`src/pccb_pkg.sv`:
```
// Shared types, codes and tables of the pixel color count and blend block.
// No dependencies; every other file but pccb_ram refers to it by scoped names.
package pccb_pkg;

  localparam int NUM_COLORS  = 8;
  localparam int QUEUE_DEPTH = 4;
  localparam int QPTR_W      = 2;
  localparam int RECIP_SHIFT = 17;
  localparam int RECIP_W     = 18;

  // input operation codes
  localparam logic [1:0] OP_PLOT       = 2'd0;
  localparam logic [1:0] OP_READ       = 2'd1;
  localparam logic [1:0] OP_READ_CLEAR = 2'd2;

  // configuration register indexes
  localparam logic [1:0] REG_FRAME_WIDTH  = 2'd0;
  localparam logic [1:0] REG_FRAME_HEIGHT = 2'd1;
  localparam logic [1:0] REG_BLEND_WEIGHT = 2'd2;

  // command kinds passed from front to back
  localparam logic [1:0] CMD_PLOT       = 2'd0;
  localparam logic [1:0] CMD_READ       = 2'd1;
  localparam logic [1:0] CMD_READ_CLEAR = 2'd2;
  localparam logic [1:0] CMD_BLACK      = 2'd3;

  typedef struct packed {
    logic [1:0] kind;
    logic [7:0] x;
    logic [7:0] y;
    logic [2:0] color;
  } cmd_t;

  typedef struct packed {
    logic valid;
    cmd_t cmd;
  } cmd_head_t;

  typedef struct packed {
    logic [7:0] red;
    logic [7:0] green;
    logic [7:0] blue;
  } rgb_t;

  function automatic rgb_t palette(input logic [2:0] c);
    rgb_t p;
    unique case (c)
      3'd0: p = '{8'd128, 8'd255, 8'd255};
      3'd1: p = '{8'd255, 8'd255, 8'd0};
      3'd2: p = '{8'd255, 8'd0,   8'd0};
      3'd3: p = '{8'd255, 8'd128, 8'd0};
      3'd4: p = '{8'd0,   8'd255, 8'd0};
      3'd5: p = '{8'd0,   8'd255, 8'd255};
      3'd6: p = '{8'd255, 8'd128, 8'd255};
      default: p = '{8'd0, 8'd0, 8'd255};
    endcase
    return p;
  endfunction

  // blend order of the palette: colors 2, 3, 4, 1, 7, 6, 5, 0
  function automatic logic [2:0] blend_color(input logic [2:0] step);
    logic [2:0] c;
    unique case (step)
      3'd0: c = 3'd2;
      3'd1: c = 3'd3;
      3'd2: c = 3'd4;
      3'd3: c = 3'd1;
      3'd4: c = 3'd7;
      3'd5: c = 3'd6;
      3'd6: c = 3'd5;
      default: c = 3'd0;
    endcase
    return c;
  endfunction

  // ceil(2^RECIP_SHIFT / m); exact quotient for numerators below 4096
  function automatic logic [RECIP_W-1:0] recip(input logic [3:0] m);
    logic [RECIP_W-1:0] r;
    unique case (m)
      4'd2:  r = 18'd65536;
      4'd3:  r = 18'd43691;
      4'd4:  r = 18'd32768;
      4'd5:  r = 18'd26215;
      4'd6:  r = 18'd21846;
      4'd7:  r = 18'd18725;
      4'd8:  r = 18'd16384;
      4'd9:  r = 18'd14564;
      4'd10: r = 18'd13108;
      4'd11: r = 18'd11916;
      4'd12: r = 18'd10923;
      4'd13: r = 18'd10083;
      4'd14: r = 18'd9363;
      4'd15: r = 18'd8739;
      default: r = 18'd131072;
    endcase
    return r;
  endfunction

endpackage

```
`src/pccb_front.sv`:
```
// Front end: frame check and classification of incoming items into commands.
// Depends on pccb_pkg.
module pccb_front #(
  parameter int MAX_WIDTH  = 256,
  parameter int MAX_HEIGHT = 256
) (
  input  logic            push,
  input  logic            full,
  input  logic [1:0]      operation,
  input  logic [7:0]      x_coord,
  input  logic [7:0]      y_coord,
  input  logic [2:0]      color_index,
  input  logic [8:0]      frame_width,
  input  logic [8:0]      frame_height,
  output logic            cmd_push,
  output pccb_pkg::cmd_t  cmd
);

  logic in_frame;
  logic keep;

  assign in_frame = (32'(x_coord) < 32'(frame_width))  && (32'(x_coord) < 32'(MAX_WIDTH)) &&
                    (32'(y_coord) < 32'(frame_height)) && (32'(y_coord) < 32'(MAX_HEIGHT));

  always_comb begin
    cmd.x     = x_coord;
    cmd.y     = y_coord;
    cmd.color = color_index;
    cmd.kind  = pccb_pkg::CMD_BLACK;
    keep      = 1'b0;
    unique case (operation)
      pccb_pkg::OP_PLOT: begin
        cmd.kind = pccb_pkg::CMD_PLOT;
        keep     = in_frame;
      end
      pccb_pkg::OP_READ: begin
        cmd.kind = in_frame ? pccb_pkg::CMD_READ : pccb_pkg::CMD_BLACK;
        keep     = 1'b1;
      end
      pccb_pkg::OP_READ_CLEAR: begin
        cmd.kind = in_frame ? pccb_pkg::CMD_READ_CLEAR : pccb_pkg::CMD_BLACK;
        keep     = 1'b1;
      end
      default: keep = 1'b0;
    endcase
    cmd_push = push && !full && keep;
  end

endmodule

```
`config.mk`:
```
export PLATFORM = sky130hd
export DESIGN_NAME = pccb_front
export DESIGN_NICKNAME = d
export VERILOG_FILES = /design/src/pccb_pkg.sv /design/src/pccb_front.sv
export SDC_FILE = /design/constraint.sdc
export NUM_CORES = 1
export LEC_CHECK = 0
export BUFFER_PORTS_ARGS = -buffer_cell sky130_fd_sc_hd__buf_2
export CAP_MARGIN = 20
export CORE_AREA = 3 3 43 49
export DETAILED_ROUTE_END_ITERATION = 12
export DIE_AREA = 0 0 46 52
export GPL_TIMING_DRIVEN = 0
export PLACE_DENSITY = 0.82
export SLEW_MARGIN = 25
export SYNTH_ARGS = -nofsm -noshare
export SYNTH_HDL_FRONTEND = slang
export SYNTH_SLANG_ARGS = --single-unit
```
`constraint.sdc`:
```
create_clock -name vclk -period 1.3
set_input_delay 0.13 -clock vclk [all_inputs]
set_output_delay 0.13 -clock vclk [all_outputs]
set_load 0.03 [all_outputs]
```
* After elaboration in Yosys (flattened, before gate mapping) *
Cells that the tools add are included.

word-level totals
  logic and storage cells = 14
  input bits = 41
  flip-flop bits (word level) = 0
  output and inout bits = 22

cells by class
  $lt $le $gt $ge = 2
  muxes and demuxes = 4
  reductions and logical operators = 6
  eq/ne operators = 2

operator list
  kind                number
  $lt 8x9->1          2
  $pmux 2 s3          1
  $logic_and 1x1->1   3
  $eq 2x1->1 const B  1
  $eq 2x2->1 const B  1
  $logic_not 2->1     1
  $mux 2              1
  $pmux 1 s2          1
  $reduce_or 2->1     1
  $logic_not 1->1     1
  $mux 1              1

* Logic depth before layout (Yosys ltp) *
  depth after elaboration = 4
  gate-level depth with buffers = 7
  depth with buffers taken out = 7

* Least setup slack after synthesis *
Ideal clock, no wire load.

  path type = input-to-output
  start = input port frame_width[6]
  end = output port cmd[19] (netlist bit)
  arrival = 1.499 ns
  setup slack = -0.329 ns
  stages on the path = 7
  path through = inv_1 -> ha_1 -> and4b_1 -> nand3_2 -> a21oi_2 -> nor2_1 -> a31oi_1

RTL lines
  what         line              source
  from (decl)  pccb_front.sv:13  input logic [8:0] frame_width,
  to (decl)    pccb_front.sv:16  output pccb_pkg::cmd_t cmd

* Worst setup path in the final report *
  start = input port frame_width[7]
  end = output port cmd_push

on the way
  word-level cells in the longest chain between the ends = 4

RTL lines
  what               line              source
  $lt 8x9->1         pccb_front.sv:22  assign in_frame = (32'(x_coord) < 32'(frame_width)) && (32'(x_coord) < 32'(MAX_WIDTH)) &&
  $logic_and 1x1->1  pccb_front.sv:22
  $pmux 1 s2         pccb_front.sv:31  unique case (operation)
  $logic_and 1x1->1  pccb_front.sv:46  cmd_push = push && !full && keep;
  to (decl)          pccb_front.sv:15  output logic cmd_push,

Every way passes these cells.

==> flow_metrics.py <==
metrics = {
    "sta": {
        "slew_headroom_pct": 56.8,
        "max_freq_mhz": 642,
        "setup_viol": 3,
        "tightest_slew_ns": 0.643,
        "finalMaxSlewViolations": 0,
        "finalHoldViolations": 0,
        "rsz0062_at_grt": "true",
        "timing.final.ws_setup_ns": -0.257,
        "period_needed_ns": 1.56,
        "fin_crit_sh_pct": 120,
    },
    "layout": {
        "final_common_cell": "buf_2",
        "synthToLayoutAreaGrowth_pct": 92.2,
        "nFlopsAndLatches": 0,
        "seqCellArea_um2": 0,
        "drive_gt1_share_pct": 70.5,
        "diodes": 0,
        "num-clock-buffers": 0,
        "most-common-layout-cells": "buf_2, buf_4, ha_1",
        "final_cell_area_um2": 1200,
        "fin_nets": 207,
    },
    "logic_synthesis": {
        "yosys.cell_types.count": 18,
        "synth_area_um2": 623,
        "syn_nets": 144,
        "synth_area_leader_cell": "ha_1",
        "synthTopCellsByArea": "ha_1, buf_4, inv_1, a21o_1, a21oi_1",
        "synth_top_area_share_pct": 36.1,
        "synth_cells": 85,
        "syn_area_per_cell_um2": 7.33,
        "seq_area_frac_synth_pct": 0,
        "ys.warnings.count": 0,
    },
    "power_and_ir_drop": {
        "power_uw": 464,
        "p_leak_uw": 0.000684,
        "switchingPower_uw": 236,
        "swShare_pct": 50.8,
        "clock_power_share_pct": 0,
        "powerDensity_nw_per_um2": 388,
        "internal_power_uw": 229,
        "pwr-share-seq_pct": 0,
        "vdd_drop_max_uv": 178,
        "p_comb_share_pct": 100.0,
    },
    "drt": {
        "antenna_left": 0,
        "drtIter0Drc": 1,
        "post_drt_wl_per_cell_um": 11.5,
        "vias": 764,
        "vias_per_cell": 4.66,
        "drcViolationCount": 0,
        "routed_wl_um": 1880,
        "first_pass_iters": 2,
    },
    "critical_path": {
        "worstPathArrival_ns": 1.43,
        "critPathRequiredTime_ns": 1.17,
        "critical_path_class": "input port to output pin",
        "crit_buf_inv": 3,
        "crit_family": "simple AND/OR/NAND/NOR gates",
        "cp-start-kind": "input port",
        "crit_fanout": 3,
        "path_cells": "buf_8 > inv_8 > ha_4 > and4b_2 > nand3_2 > a21oi_4 > nor3_2 > a22o_4 > buf_6",
        "cp_slowest_stage_delay_ns": 0.27,
        "cp_slowest_cell": "and4b_2",
        "endpoint_kind": "output pin",
    },
    "die": {
        "start_util_pct": 36.2,
        "ios": 63,
        "core_area_um2": 1720,
        "die_h_um": 52,
        "die_area_um2": 2390,
        "row_count": 16,
        "die_x_um": 46,
    },
    "run_status": {
        "violations": "negative setup slack",
        "status": "finished, violations left",
    },
    "placement": {
        "io_buffers": 60,
        "gp_congestion": 0.632,
        "dp_hpwl_um": 1560,
        "place_area_um2": 1060,
    },
    "grt": {
        "grt_pass1_vias": 760,
        "grt_overflow_total": 0,
        "grt_max_degree": 5,
        "grt_pass1_wl_um": 2700,
        "antenna_found_initial": 0,
        "grt.total_usage_pct": 14.0,
    },
    "worst_hold_path": {
        "hold_path.class": "input port to output pin",
    },
    "run": {
        "max_cap_violations": 0,
    },
}
## kinds of logic after synthesis
family          count (synthesis)  share of synthesized area, %
fa+ha+maj                      18                          36.1
compound gates                 15                          15.9
simple gates                   17                          15.5
buf+inv                        35                          32.5
## final timing paths
kind                  cells past startpoint           start       end  slack (ns)
worst max-delay path                      9  frame_width[7]  cmd_push       -0.26
worst min-delay path                      2  color_index[2]    cmd[2]        0.51
## power groups by stage
| stage | registers, µW | clock network, µW | logic, µW |
|---|---|---|---|
| after floorplan | 0 | 0 | 269 |
| after global placement | 0 | 0 | 389 |
| after detailed placement | 0 | 0 | 404 |
| after CTS | 0 | 0 | 451 |
| after global routing | 0 | 0 | 507 |
| final | 0 | 0 | 464 |
## repair_timing
action,in CTS,in global routing
endpoints found under the setup margin,3,3
buffers inserted,1,0
pin swaps,12,6
gates resized for setup,23,6
hold buffers,0,0
## through the flow
| step | utilization (%) | setup WS [ns] | TNS [ns] | instances | hold slack [ns] |
|---|---|---|---|---|---|
| floorplan | - | -0.0461 | -0.118 | 85 | 0.392 |
| global placement | 61.8 | -0.446 | -1.28 | 163 | 0.512 |
| detailed placement | 61.8 | -0.451 | -1.31 | 163 | 0.512 |
| CTS | 68.2 | -0.253 | -0.704 | 164 | 0.512 |
| global route | 69.5 | -0.299 | -0.888 | 164 | 0.517 |
| finish | 69.5 | -0.257 | -0.725 | 164 | 0.510 |
## layout make-up
class / instances / area [µm²]
inverters: 16 / 82.6
repair buffers: 61 / 388
fillers: 149 / 524
well taps: 18 / 22.5
multi-input cells: 50 / 562
plain buffers: 19 / 143
## cell usage after synthesis, drive strengths merged
cell type / instances
buf: 19
inv: 16
nand2b: 2
and4b: 2
a21o: 3
nor2: 3
a22o: 1
ha: 18
a21oi: 6
nand2: 4
nand3: 3
o21ai: 1
a31oi: 3
nor3: 2
o22ai: 1
nor3b: 1
## metal layers
layer | up-vias | part of all wire, % | routed length [µm] | GRT usage (%)
met4 | 0 | 0 | 0 | 1.42
met5 | - | 0 | 0 | 0
met2 | 37 | 62 | 1170 | 32.1
met1 | 340 | 29 | 537 | 11.6
met3 | 0 | 9.5 | 178 | 1.73
li1 | 387 | - | - | -
(Power assumes the default switching activity.)
