<file path="config.mk">
export PLATFORM = sky130hd
export DESIGN_NAME = pccb_cmd_fifo
export DESIGN_NICKNAME = d
export VERILOG_FILES = /design/src/pccb_pkg.sv /design/src/pccb_cmd_fifo.sv
export SDC_FILE = /design/constraint.sdc
export NUM_CORES = 1
export LEC_CHECK = 0
export ABC_AREA = 1
export BUFFER_PORTS_ARGS = -buffer_cell sky130_fd_sc_hd__buf_2
export CORE_ASPECT_RATIO = 1.75
export CORE_MARGIN = 5
export CORE_UTILIZATION = 50
export CTS_BUF_LIST = sky130_fd_sc_hd__clkbuf_4 sky130_fd_sc_hd__clkbuf_8
export DETAILED_ROUTE_END_ITERATION = 12
export GPL_TIMING_DRIVEN = 0
export PLACE_DENSITY = 0.81
export SYNTH_ARGS = -nofsm -noshare
export SYNTH_HDL_FRONTEND = slang
export SYNTH_SLANG_ARGS = --single-unit
</file>
<file path="constraint.sdc">
create_clock -name clk -period 3.1 [get_ports clk]
set_input_delay 0.155 -clock clk [delete_from_list [all_inputs] [get_ports clk]]
set_output_delay 0.155 -clock clk [all_outputs]
set_load 0.05 [all_outputs]
</file>
<file path="src/pccb_pkg.sv">
// Shared types, codes and tables of the pixel color count and blend block.
// No dependencies; every other file but pccb_ram refers to it by scoped names.
package pccb_pkg;

  localparam int NUM_COLORS  = 8;
  localparam int QUEUE_DEPTH = 4;
  localparam int QPTR_W      = 2;
  localparam int RECIP_SHIFT = 17;
  localparam int RECIP_W     = 18;

  // input operation codes
  localparam logic [1:0] OP_PLOT       = 2'd0;
  localparam logic [1:0] OP_READ       = 2'd1;
  localparam logic [1:0] OP_READ_CLEAR = 2'd2;

  // configuration register indexes
  localparam logic [1:0] REG_FRAME_WIDTH  = 2'd0;
  localparam logic [1:0] REG_FRAME_HEIGHT = 2'd1;
  localparam logic [1:0] REG_BLEND_WEIGHT = 2'd2;

  // command kinds passed from front to back
  localparam logic [1:0] CMD_PLOT       = 2'd0;
  localparam logic [1:0] CMD_READ       = 2'd1;
  localparam logic [1:0] CMD_READ_CLEAR = 2'd2;
  localparam logic [1:0] CMD_BLACK      = 2'd3;

  typedef struct packed {
    logic [1:0] kind;
    logic [7:0] x;
    logic [7:0] y;
    logic [2:0] color;
  } cmd_t;

  typedef struct packed {
    logic valid;
    cmd_t cmd;
  } cmd_head_t;

  typedef struct packed {
    logic [7:0] red;
    logic [7:0] green;
    logic [7:0] blue;
  } rgb_t;

  function automatic rgb_t palette(input logic [2:0] c);
    rgb_t p;
    unique case (c)
      3'd0: p = '{8'd128, 8'd255, 8'd255};
      3'd1: p = '{8'd255, 8'd255, 8'd0};
      3'd2: p = '{8'd255, 8'd0,   8'd0};
      3'd3: p = '{8'd255, 8'd128, 8'd0};
      3'd4: p = '{8'd0,   8'd255, 8'd0};
      3'd5: p = '{8'd0,   8'd255, 8'd255};
      3'd6: p = '{8'd255, 8'd128, 8'd255};
      default: p = '{8'd0, 8'd0, 8'd255};
    endcase
    return p;
  endfunction

  // blend order of the palette: colors 2, 3, 4, 1, 7, 6, 5, 0
  function automatic logic [2:0] blend_color(input logic [2:0] step);
    logic [2:0] c;
    unique case (step)
      3'd0: c = 3'd2;
      3'd1: c = 3'd3;
      3'd2: c = 3'd4;
      3'd3: c = 3'd1;
      3'd4: c = 3'd7;
      3'd5: c = 3'd6;
      3'd6: c = 3'd5;
      default: c = 3'd0;
    endcase
    return c;
  endfunction

  // ceil(2^RECIP_SHIFT / m); exact quotient for numerators below 4096
  function automatic logic [RECIP_W-1:0] recip(input logic [3:0] m);
    logic [RECIP_W-1:0] r;
    unique case (m)
      4'd2:  r = 18'd65536;
      4'd3:  r = 18'd43691;
      4'd4:  r = 18'd32768;
      4'd5:  r = 18'd26215;
      4'd6:  r = 18'd21846;
      4'd7:  r = 18'd18725;
      4'd8:  r = 18'd16384;
      4'd9:  r = 18'd14564;
      4'd10: r = 18'd13108;
      4'd11: r = 18'd11916;
      4'd12: r = 18'd10923;
      4'd13: r = 18'd10083;
      4'd14: r = 18'd9363;
      4'd15: r = 18'd8739;
      default: r = 18'd131072;
    endcase
    return r;
  endfunction

endpackage

</file>
<file path="src/pccb_cmd_fifo.sv">
// Short command queue between the front end and the back end.
// Depends on pccb_pkg.
module pccb_cmd_fifo (
  input  logic                 clk,
  input  logic                 rst,
  input  logic                 push,
  input  pccb_pkg::cmd_t       push_cmd,
  output logic                 full,
  input  logic                 pop,
  output pccb_pkg::cmd_head_t  head
);

  pccb_pkg::cmd_t                entries [pccb_pkg::QUEUE_DEPTH];
  logic [pccb_pkg::QPTR_W-1:0]   wr_ptr;
  logic [pccb_pkg::QPTR_W-1:0]   rd_ptr;
  logic [pccb_pkg::QPTR_W:0]     count;
  logic                          do_push;
  logic                          do_pop;

  assign full       = (count == (pccb_pkg::QPTR_W + 1)'(pccb_pkg::QUEUE_DEPTH));
  assign head.valid = (count != '0);
  assign head.cmd   = entries[rd_ptr];
  assign do_push    = push && !full;
  assign do_pop     = pop && head.valid;

  always_ff @(posedge clk) begin
    if (do_push) begin
      entries[wr_ptr] <= push_cmd;
    end
  end

  always_ff @(posedge clk) begin
    if (rst) begin
      wr_ptr <= '0;
      rd_ptr <= '0;
      count  <= '0;
    end else begin
      if (do_push) begin
        wr_ptr <= wr_ptr + 1'b1;
      end
      if (do_pop) begin
        rd_ptr <= rd_ptr + 1'b1;
      end
      if (do_push && !do_pop) begin
        count <= count + 1'b1;
      end else if (do_pop && !do_push) begin
        count <= count - 1'b1;
      end
    end
  end

endmodule

</file>
Word level (Yosys, flattened, before mapping)
Memories as Yosys holds them, arrays and structs flattened. A register that Yosys moved wholly into a read port is not among the register bits.
Cells that the tools add are included.
Widths: inputs -> output; s select.

operators by class
  add/subtract/negate cells = 4
  equality and inequality tests = 1
  muxes and demuxes = 6
  reduce and logical (&&, ||, !) cells = 9

operators by type and width
  cell                 number
  $mux 3               2
  $add 2x1->2 const B  2
  $logic_and 1x1->1    4
  $mux 2               2
  $add 3x1->3 const B  1
  $eq 3x3->1 const B   1
  $logic_not 1->1      3
  $reduce_bool 3->1    1
  $sub 3x1->3 const B  1
  $mux 1               2
  $reduce_bool 2->1    1

storage, ports and cells
  flip-flop bits (word level) = 7
  memory bits (writable) = 84
  input port bits = 25
  output and inout bits = 23
  logic and storage cells = 24
  memories kept = 1

memory list
  memory   words  bits a word  rd ports  clocked after Yosys merged registers in  wr ports  RTL line             text
  entries  4      21           1         1                                        1         pccb_cmd_fifo.sv:13  pccb_pkg::cmd_t entries [pccb_pkg::QUEUE_DEPTH];

Longest topological paths before layout
Gate-level depths: netlist (run 1).

  depth in word-level cells = 7
  gate-level depth with buffers = 13
  gate-level depth less buffers = 13

Worst setup path before layout (run 1)
No wires, ideal clock.

  path type = register -> register
  start point = register count[0] in the netlist's numbering
  end point = memory entries[0][0] in the netlist's numbering, enable pin
  setup time = 0.399 ns
  arrival = 1.554 ns
  data required time = 2.701 ns
  slack = 1.147 ns
  stages on the path, launching flop included = 5
  buffers on the path = 0
  period minus slack after synthesis = 1.953 ns
  cell sequence = dfxtp_1 > nor2_4 > nand2_2 > nand2_4 > nor2_1

on the way
  longest elaborated chain between the ends = 5

ends and longest elaborated chain
  item                          RTL line             text
  start: declaration            pccb_cmd_fifo.sv:16  logic [pccb_pkg::QPTR_W:0] count;
  start signal: assignment      pccb_cmd_fifo.sv:45  count <= count + 1'b1;
  start signal: assignment      pccb_cmd_fifo.sv:47  count <= count - 1'b1;
  $eq 3x3->1                    pccb_cmd_fifo.sv:20  assign full = (count == (pccb_pkg::QPTR_W + 1)'(pccb_pkg::QUEUE_DEPTH));
  $logic_not 1->1               pccb_cmd_fifo.sv:23  assign do_push = push && !full;
  $logic_and 1x1->1             pccb_cmd_fifo.sv:23
  $mux 1                        pccb_cmd_fifo.sv:27  if (do_push) begin
  $mux 1 (not written as such)  pccb_cmd_fifo.sv:28  entries[wr_ptr] <= push_cmd;
  end: declaration              pccb_cmd_fifo.sv:13

Every way passes these cells.

Worst setup path after layout (run 1)
  start point = register count[1] in the netlist's numbering
  end point = register count[1] in the netlist's numbering

on the way
  longest elaborated chain between the ends = 6
  elaborated cells on any way between the ends = 14
  classes of those cells = add/sub (2); eq/ne (1); mux (2); reduce/logical (9)

ends and longest elaborated chain
  item                         RTL line             text
  $eq 3x3->1 *                 pccb_cmd_fifo.sv:20
  $logic_not 1->1 *            pccb_cmd_fifo.sv:23
  $logic_and 1x1->1 *          pccb_cmd_fifo.sv:23
  net do_push                  pccb_cmd_fifo.sv:17  logic do_push;
  $logic_not 1->1              pccb_cmd_fifo.sv:46  end else if (do_pop && !do_push) begin
  $logic_and 1x1->1            pccb_cmd_fifo.sv:46
  $reduce_bool 2->1 (no line)  --

Mark *: on every way through the listed nets, which the timed path passes. The rest lies on a longest branch. The select of a mux whose other input is x is not followed.
A chain may end at the register's enable or synchronous reset.

==> out/qor.tcl, run 1 <==
set qor(average_cell_area_after_synthesis_um2) 13.5
set qor(synth.cell_area_um2) 3690
set qor(ratio_of_cells_with_drive_above_1_in_the_final_layout_pct) 26.0
set qor(finalWirelength_um) 7320
set qor(clkLatencyLatePin_ns) 0.35
set qor(number_of_enable_flip_flop_cells_after_synthesis) 84
set qor(warnings_from_yosys) 0
set qor(seq_area_frac_synth_pct) 73.2
set qor(dp_hpwl_um) 4890
set qor(total_of_buffers_placed_on_input_and_output_ports) 47
set qor(coreArea_um2) 7230
set qor(worst_slack_ns) 1.22
set qor(clock.fmax_ghz) 0.533
set qor(min_period_ns) 1.88
set qor(worst_pin_slew_ns) 0.600
set qor(globalRoute.totalOverflow) 0
set qor(fin_worst_hold_slack_ns) 0.0251
set qor(critical_path.endpoint_type) {flip-flop}
set qor(dp_slack_ns) 1.21
set qor(maxCapViolations) 0
set qor(cts_hold_repair.buffers) 17
set qor(synth_largest_area_cell) {edfxtp_1}
set qor(layout_commonest_cell) {edfxtp_1}
set qor(fin_worst_skew_ns) 0.00605
set qor(slew_headroom_pct) 60.0
set qor(reg2reg_to) {count[1]$_SDFFE_PP0P_}
set qor(global_route_usage_over_all_layers_pct) 17.3
set qor(postSynthRegisterBits) 93
set qor(antenna_violating_nets_post_route) 0
set qor(clock_tree.buffer_depth) 2
set qor(finalNetCount) 385
set qor(grt_first_pass_wirelength_um) 11400
set qor(final_cell_mix) {edfxtp_1 (84), buf_2 (51), nor2_1 (49)}
set qor(crit_fanout) 5
set qor(setup_viol) 0
set qor(finalCoreUtilization_pct) 62.3
set qor(clock_tree.htree_level_count) 3
set qor(fraction_of_the_cycle_the_final_worst_path_needs_pct) 60.5
set qor(grt_start_max_net_pins) 17
set qor(initialDrtViolationCount) 144
set qor(drt-vias-per-instance) 5.33
set qor(drt_drc_violations_left) 0
set qor(floorplan.die.width_um) 75.0
set qor(numCtsBuffers) 9
set qor(leakagePower_nw) 1.68
set qor(critPathKind) {reg2reg}
set qor(critical_path_buf_inv_count) 2
set qor(whs_endpoint) {entries[1][16]$_DFFE_PP_}
set qor(synth_async_sr_flop_share_pct) 0
set qor(report.final.hold_viol_count) 0
set qor(min-delay-path-class) {in2reg}
set qor(critical_path.max_stage_delay_ns) 0.41
set qor(fin_tns_setup_ns) 0
set qor(power.density_cell_area_nw_per_um2) 858
set qor(postSynthCellCount) 273
set qor(rr_worst_depth) 9
set qor(cts.root.buffer_cell) {clkbuf_8}
set qor(rows) 41
set qor(slew_violations) 0
set qor(worst_path_max_delay_cell) {fa_1}
set qor(clk_transition_reported_paths_ns) 0.08
set qor(antenna_cells) 0
set qor(worst_ep_required_time_ns) 3.34
set qor(synth.net_count) 304
set qor(rsz0062_at_grt) {no}
set qor(fp.dieH_um) 124
set qor(hold_start) {push_cmd[16]}
set qor(synth_top_area_share_pct) 68.3
set qor(cts.repair_timing.setup_buffer_count) 0
set qor(critical_path.top_delay_family) {adder cells}
set qor(r2r_slack_ns) 1.22
set qor(antenna_found_initial) 0
set qor(power.ir.vdd_worst_mv) 0.536
set qor(hold_path_depth) 1
set qor(cp_data_arrival_time_ns) 2.12
set qor(crit_chain) {nor2_4, nand2_2, nand2_4, inv_4, ha_1, inv_1, fa_1, o21ai_0, nor2_1}
set qor(post_synth_main_area_contributors) {edfxtp_1 (68%), nor2_1 (5.4%), dfxtp_1 (4.9%)}
set qor(synthFlopType) {edfxtp_1}
set qor(tritoncts_clock_tree) {yes}
set qor(crit_path_start_kind) {flip-flop}
set qor(dieArea_um2) 9270
set qor(stdcell_area_um2) 4510
set qor(placement.cell_area_um2) 4130
set qor(gp_congestion) 0.754
set qor(worst_r2r_startpoint) {count[1]$_SDFFE_PP0P_}
set qor(total_via_count_after_detailed_routing) 2368
set qor(number_of_global_route_vias_before_repair) 2496
set qor(area.growth.synth_to_final_pct) 22.1
set qor(pin_count) 48
set qor(synth.lib_cells_used.distinct) 26
set qor(floorplan.initialDensity_pct) 51.0
set qor(cts_num_sinks) 93
set qor(status) {completed}
set qor(post_dr_wirelength_cell_um) 16.5
set qor(number_of_gates_resized_after_cts) 0
set qor(firstDrtPassIters) 4
## stage by stage
step	cells	power, W
finish	444	0.00386
global route	444	0.00406
CTS	442	0.00389
detailed placement	410	0.00312
global placement	406	0.00305
floorplan	273	0.00272
## sequential cells by signal, indices dropped and copies added, names as in the netlist, named ones only
| signal | cells |
|---|---|
| rd_ptr | 2 |
| entries | 84 |
| wr_ptr | 2 |
| count | 3 |
## area by class of cell
cell class	instances	area, um2
fill	533	2730
tap	86	108
clock inverter	6	62.6
buffer	13	121
multi-input combinational	150	803
clock buffer	9	124
timing repair buffer	70	510
sequential	93	2700
inverter	17	73.8
## layer usage
metal	GRT usage [%]	vias to the layer above	wire (um)
met4	7.35	0	145
met2	33.0	73	4210
met1	15.9	1141	2570
met3	5.33	10	399
met5	0	-	0
li1	-	1144	-
## synth_stat cells, types with 3 or more instances
library cell / number
buf_2: 4
ha_1: 5
nand2_1: 10
o22ai_1: 20
nand3_1: 4
nand2_4: 3
nor2_1: 53
dfxtp_1: 9
o21ai_0: 23
edfxtp_1: 84
a21oi_1: 3
buf_6: 5
inv_1: 14
o21ai_1: 20
## report_power, final
group	internal [W]	switching, W
clock	0.000367	0.000390
sequential	0.00153	0.0000590
combinational	0.000432	0.00109
## worst max path at each step
stage / startpoint / end / slack [ns] / depth (start not counted)
after CTS: count[1]$_SDFFE_PP0P_ / count[1]$_SDFFE_PP0P_ / 1.20 / 9
after global routing: count[1]$_SDFFE_PP0P_ / count[1]$_SDFFE_PP0P_ / 1.07 / 9
final: count[1]$_SDFFE_PP0P_ / count[1]$_SDFFE_PP0P_ / 1.22 / 9
after floorplan: count[0]$_SDFFE_PP0P_ / entries[0][0]$_DFFE_PP_ / 1.15 / 4
after global placement: count[1]$_SDFFE_PP0P_ / entries[0][10]$_DFFE_PP_ / 0.46 / 4
after detailed placement: count[1]$_SDFFE_PP0P_ / count[1]$_SDFFE_PP0P_ / 1.21 / 9
## cells by family (layout without fill, tap and decap cells)
logic type,after synthesis,after routing,share of synthesized area (%)
AND/OR/NAND/NOR,76,76,9.05
buffers and inverters,30,115,5.29
adder cells (fa/ha/maj),6,6,2.24
flip-flops,93,93,73.2
AO/OA/AOI/OAI,67,67,9.97
XOR/XNOR,1,1,0.237
Note: power is estimated with default switching activity, not from simulation.
==> run 2: changes to the inputs <==
==> constraint.sdc (replaced) <==
create_clock -name clk -period 1.85 [get_ports clk]
set_input_delay 0.0925 -clock clk [delete_from_list [all_inputs] [get_ports clk]]
set_output_delay 0.0925 -clock clk [all_outputs]
set_load 0.05 [all_outputs]
==> run 2 against run 1 <==
Net effect: via count increased by 1.2%; sequential cell count stayed put; die area unchanged; clock power up 69%; largest power group unchanged.
==> out/qor.tcl, run 2 (synthesis gave the netlist of run 1 again) <==
set qor(floorplan.initialDensity_pct) 51.0 ;# unchanged
set qor(fp.dieH_um) 124 ;# unchanged
set qor(slew_violations) 0 ;# unchanged
set qor(crit_chain) {nor2_4, nand2_4, nand2_4, buf_4, nor2_2, buf_16} ;# was nor2_4, nand2_2, nand2_4, inv_4, ha_1, inv_1, fa_1, o21ai_0, nor2_1
set qor(clkLatencyLatePin_ns) 0.36 ;# was 0.35 ns
set qor(cp_data_arrival_time_ns) 1.82 ;# was 2.12 ns
set qor(clock.fmax_ghz) 0.571 ;# was 0.533 GHz
set qor(power.density_cell_area_nw_per_um2) 1430 ;# was 858 nW/um2
set qor(critical_path.most_common_cell) {nand2_4}
set qor(max_flop_register) {entries} ;# unchanged
set qor(grt_start_max_net_pins) 17 ;# unchanged
set qor(initialDrtViolationCount) 140 ;# was 144
set qor(finalCoreUtilization_pct) 63.0 ;# was 62.3%
set qor(rows) 41 ;# unchanged
set qor(critical_path_buf_inv_count) 2 ;# unchanged
set qor(nFillCells) 532 ;# was 533
set qor(antenna_cells) 0 ;# unchanged
set qor(total_via_count_after_detailed_routing) 2396 ;# was 2368
set qor(crit_fanout) 14 ;# was 5
set qor(final_cell_mix) {edfxtp_1 (84), buf_2 (51), nor2_1 (49)} ;# unchanged
set qor(number_of_global_route_vias_before_repair) 2519 ;# was 2496
set qor(critical_path.endpoint_type) {flip-flop} ;# unchanged
set qor(crit_path_start_kind) {flip-flop} ;# unchanged
set qor(tritoncts_clock_tree) {yes} ;# unchanged
set qor(global_route_usage_over_all_layers_pct) 17.4 ;# was 17.3%
set qor(rsz0062_at_grt) {yes} ;# was no
set qor(grt_first_pass_wirelength_um) 11400 ;# about the same
set qor(status) {completed} ;# unchanged
set qor(antenna_found_initial) 0 ;# unchanged
set qor(worst_ep_required_time_ns) 1.92 ;# was 3.34 ns
set qor(clock_tree.htree_level_count) 3 ;# unchanged
set qor(dieArea_um2) 9270 ;# unchanged
set qor(dp_slack_ns) -0.0418 ;# was 1.21 ns
set qor(area.growth.synth_to_final_pct) 23.4 ;# was 22.1%
set qor(report.final.hold_viol_count) 0 ;# unchanged
set qor(globalRoute.totalOverflow) 0 ;# unchanged
set qor(min_period_ns) 1.75 ;# was 1.88 ns
set qor(floorplan.die.width_um) 75.0 ;# unchanged
set qor(power.ir.vdd_worst_mv) 0.903 ;# was 0.536 mV
set qor(cts_num_sinks) 93 ;# unchanged
set qor(min-delay-path-class) {in2reg} ;# unchanged
set qor(total_power_w) 0.00653 ;# was 0.00386 W
set qor(fin_worst_skew_ns) 0.00564 ;# was 0.00605 ns
set qor(critPathKind) {reg2reg} ;# unchanged
set qor(ratio_of_cells_with_drive_above_1_in_the_final_layout_pct) 26.8 ;# was 26.0%
set qor(top_regs) {entries: 84 flops, count: 3 flops} ;# unchanged
set qor(numCtsBuffers) 9 ;# unchanged
set qor(total_of_buffers_placed_on_input_and_output_ports) 47 ;# unchanged
set qor(critical_path.top_delay_family) {simple AND/OR/NAND/NOR gates} ;# was adder cells
set qor(worst_path_max_delay_cell) {nor2_2} ;# was fa_1
set qor(fraction_of_the_cycle_the_final_worst_path_needs_pct) 94.7 ;# was 60.5%
set qor(drt_drc_violations_left) 0 ;# unchanged
set qor(firstDrtPassIters) 4 ;# unchanged
set qor(coreArea_um2) 7230 ;# unchanged
set qor(dp_hpwl_um) 4890 ;# unchanged
set qor(setup_viol) 0 ;# unchanged
set qor(clk_transition_reported_paths_ns) 0.08 ;# about the same
set qor(leakagePower_nw) 1.70 ;# was 1.68 nW
set qor(layout_commonest_cell) {edfxtp_1} ;# unchanged
set qor(cts.root.buffer_cell) {clkbuf_8} ;# unchanged
set qor(critical_path.max_stage_delay_ns) 0.47 ;# was 0.41 ns
set qor(worst_pin_slew_ns) 0.602 ;# was 0.600 ns
set qor(drt-vias-per-instance) 5.35 ;# was 5.33
set qor(post_dr_wirelength_cell_um) 16.6 ;# was 16.5 um
set qor(finalWirelength_um) 7430 ;# was 7320 um
set qor(maxCapViolations) 0 ;# unchanged
set qor(antenna_violating_nets_post_route) 0 ;# unchanged
set qor(pin_count) 48 ;# unchanged
set qor(finalNetCount) 389 ;# was 385
set qor(fin_tns_setup_ns) 0 ;# unchanged
set qor(worst_slack_ns) 0.0972 ;# was 1.22 ns
set qor(gp_congestion) 0.754 ;# unchanged
set qor(clock_tree.buffer_depth) 2 ;# unchanged
set qor(largest_register_ff_count) 84 ;# unchanged
set qor(slew_headroom_pct) 59.9 ;# was 60.0%
## run 2: cell types whose count changed in the layout (fill, tap and decap cells not counted)
| cell | before | now |
|---|---|---|
| o21ai_2 | 0 | 1 |
| dfxtp_2 | 0 | 2 |
| dlygate4sd3_1 | 19 | 22 |
| buf_4 | 2 | 3 |
| o21ai_0 | 23 | 22 |
| nand2_4 | 3 | 4 |
| dfxtp_1 | 9 | 7 |
| nand2_2 | 2 | 1 |
## run 2: metrics by stage
| step | hold slack [ns] | instance area, um2 | std cells |
|---|---|---|---|
| 4_1_cts | 0.0472 | 4540 | 447 |
| 5_1_grt | 0.0573 | 4550 | 448 |
| 2_1_floorplan | 0.162 | 3690 | 273 |
| 6_report | 0.0688 | 4550 | 448 |
| 3_3_place_gp | 0.300 | 4030 | 406 |
| 3_5_place_dp | 0.307 | 4130 | 410 |
## run 2: final timing paths
path / startpoint / end / slack (ns) / cells after the start
min reg2reg: rd_ptr[1]$_SDFFE_PP0P_ / rd_ptr[1]$_SDFFE_PP0P_ / 0.50 / 2
max reg2reg: count[0]$_SDFFE_PP0P_ / entries[0][9]$_DFFE_PP_ / 0.1 / 6
max: count[0]$_SDFFE_PP0P_ / entries[0][9]$_DFFE_PP_ / 0.1 / 6
min: pop / rd_ptr[1]$_SDFFE_PP0P_ / 0.07 / 3
## run 2: report_power, final
group | internal [W] | switching, W
Combinational | 0.000744 | 0.00185
Sequential | 0.00256 | 0.000102
Clock | 0.000614 | 0.000663
## run 2: cell type report
type / count / area [um2] / area share, %
multi-input combinational: 150 / 812 / 17.8
tap: 86 / 108 / 2.36
timing repair buffer: 74 / 548 / 12.0
inverter: 17 / 73.8 / 1.62
buffer: 13 / 121 / 2.66
clock inverter: 6 / 62.6 / 1.37
sequential: 93 / 2710 / 59.4
clock buffer: 9 / 124 / 2.72
## run 2: timing repair
item / CTS / global route
endpoints found under the setup margin: 1 / 2
hold buffers: 22 / 0
buffers inserted: 0 / 1
gates resized for setup: 1 / 4
pin swaps: 0 / 2
hold endpoints to repair: 89 / 0
## run 2: tightest hold or removal path, stage by stage
cell	delay, ns
buf_2	0.13
nand3_1	0.08
a21oi_1	0.07
## run 2: per-layer routing
layer  wire, um  part of all wire, %  vias up  track usage [%]
met5          0                    0        -                0
met4        149                  2.0        0             7.35
met3        467                  6.3       12             5.33
met2       4180                   56       78             33.3
met1       2630                   35     1155             16.1
li1           -                    -     1151                -
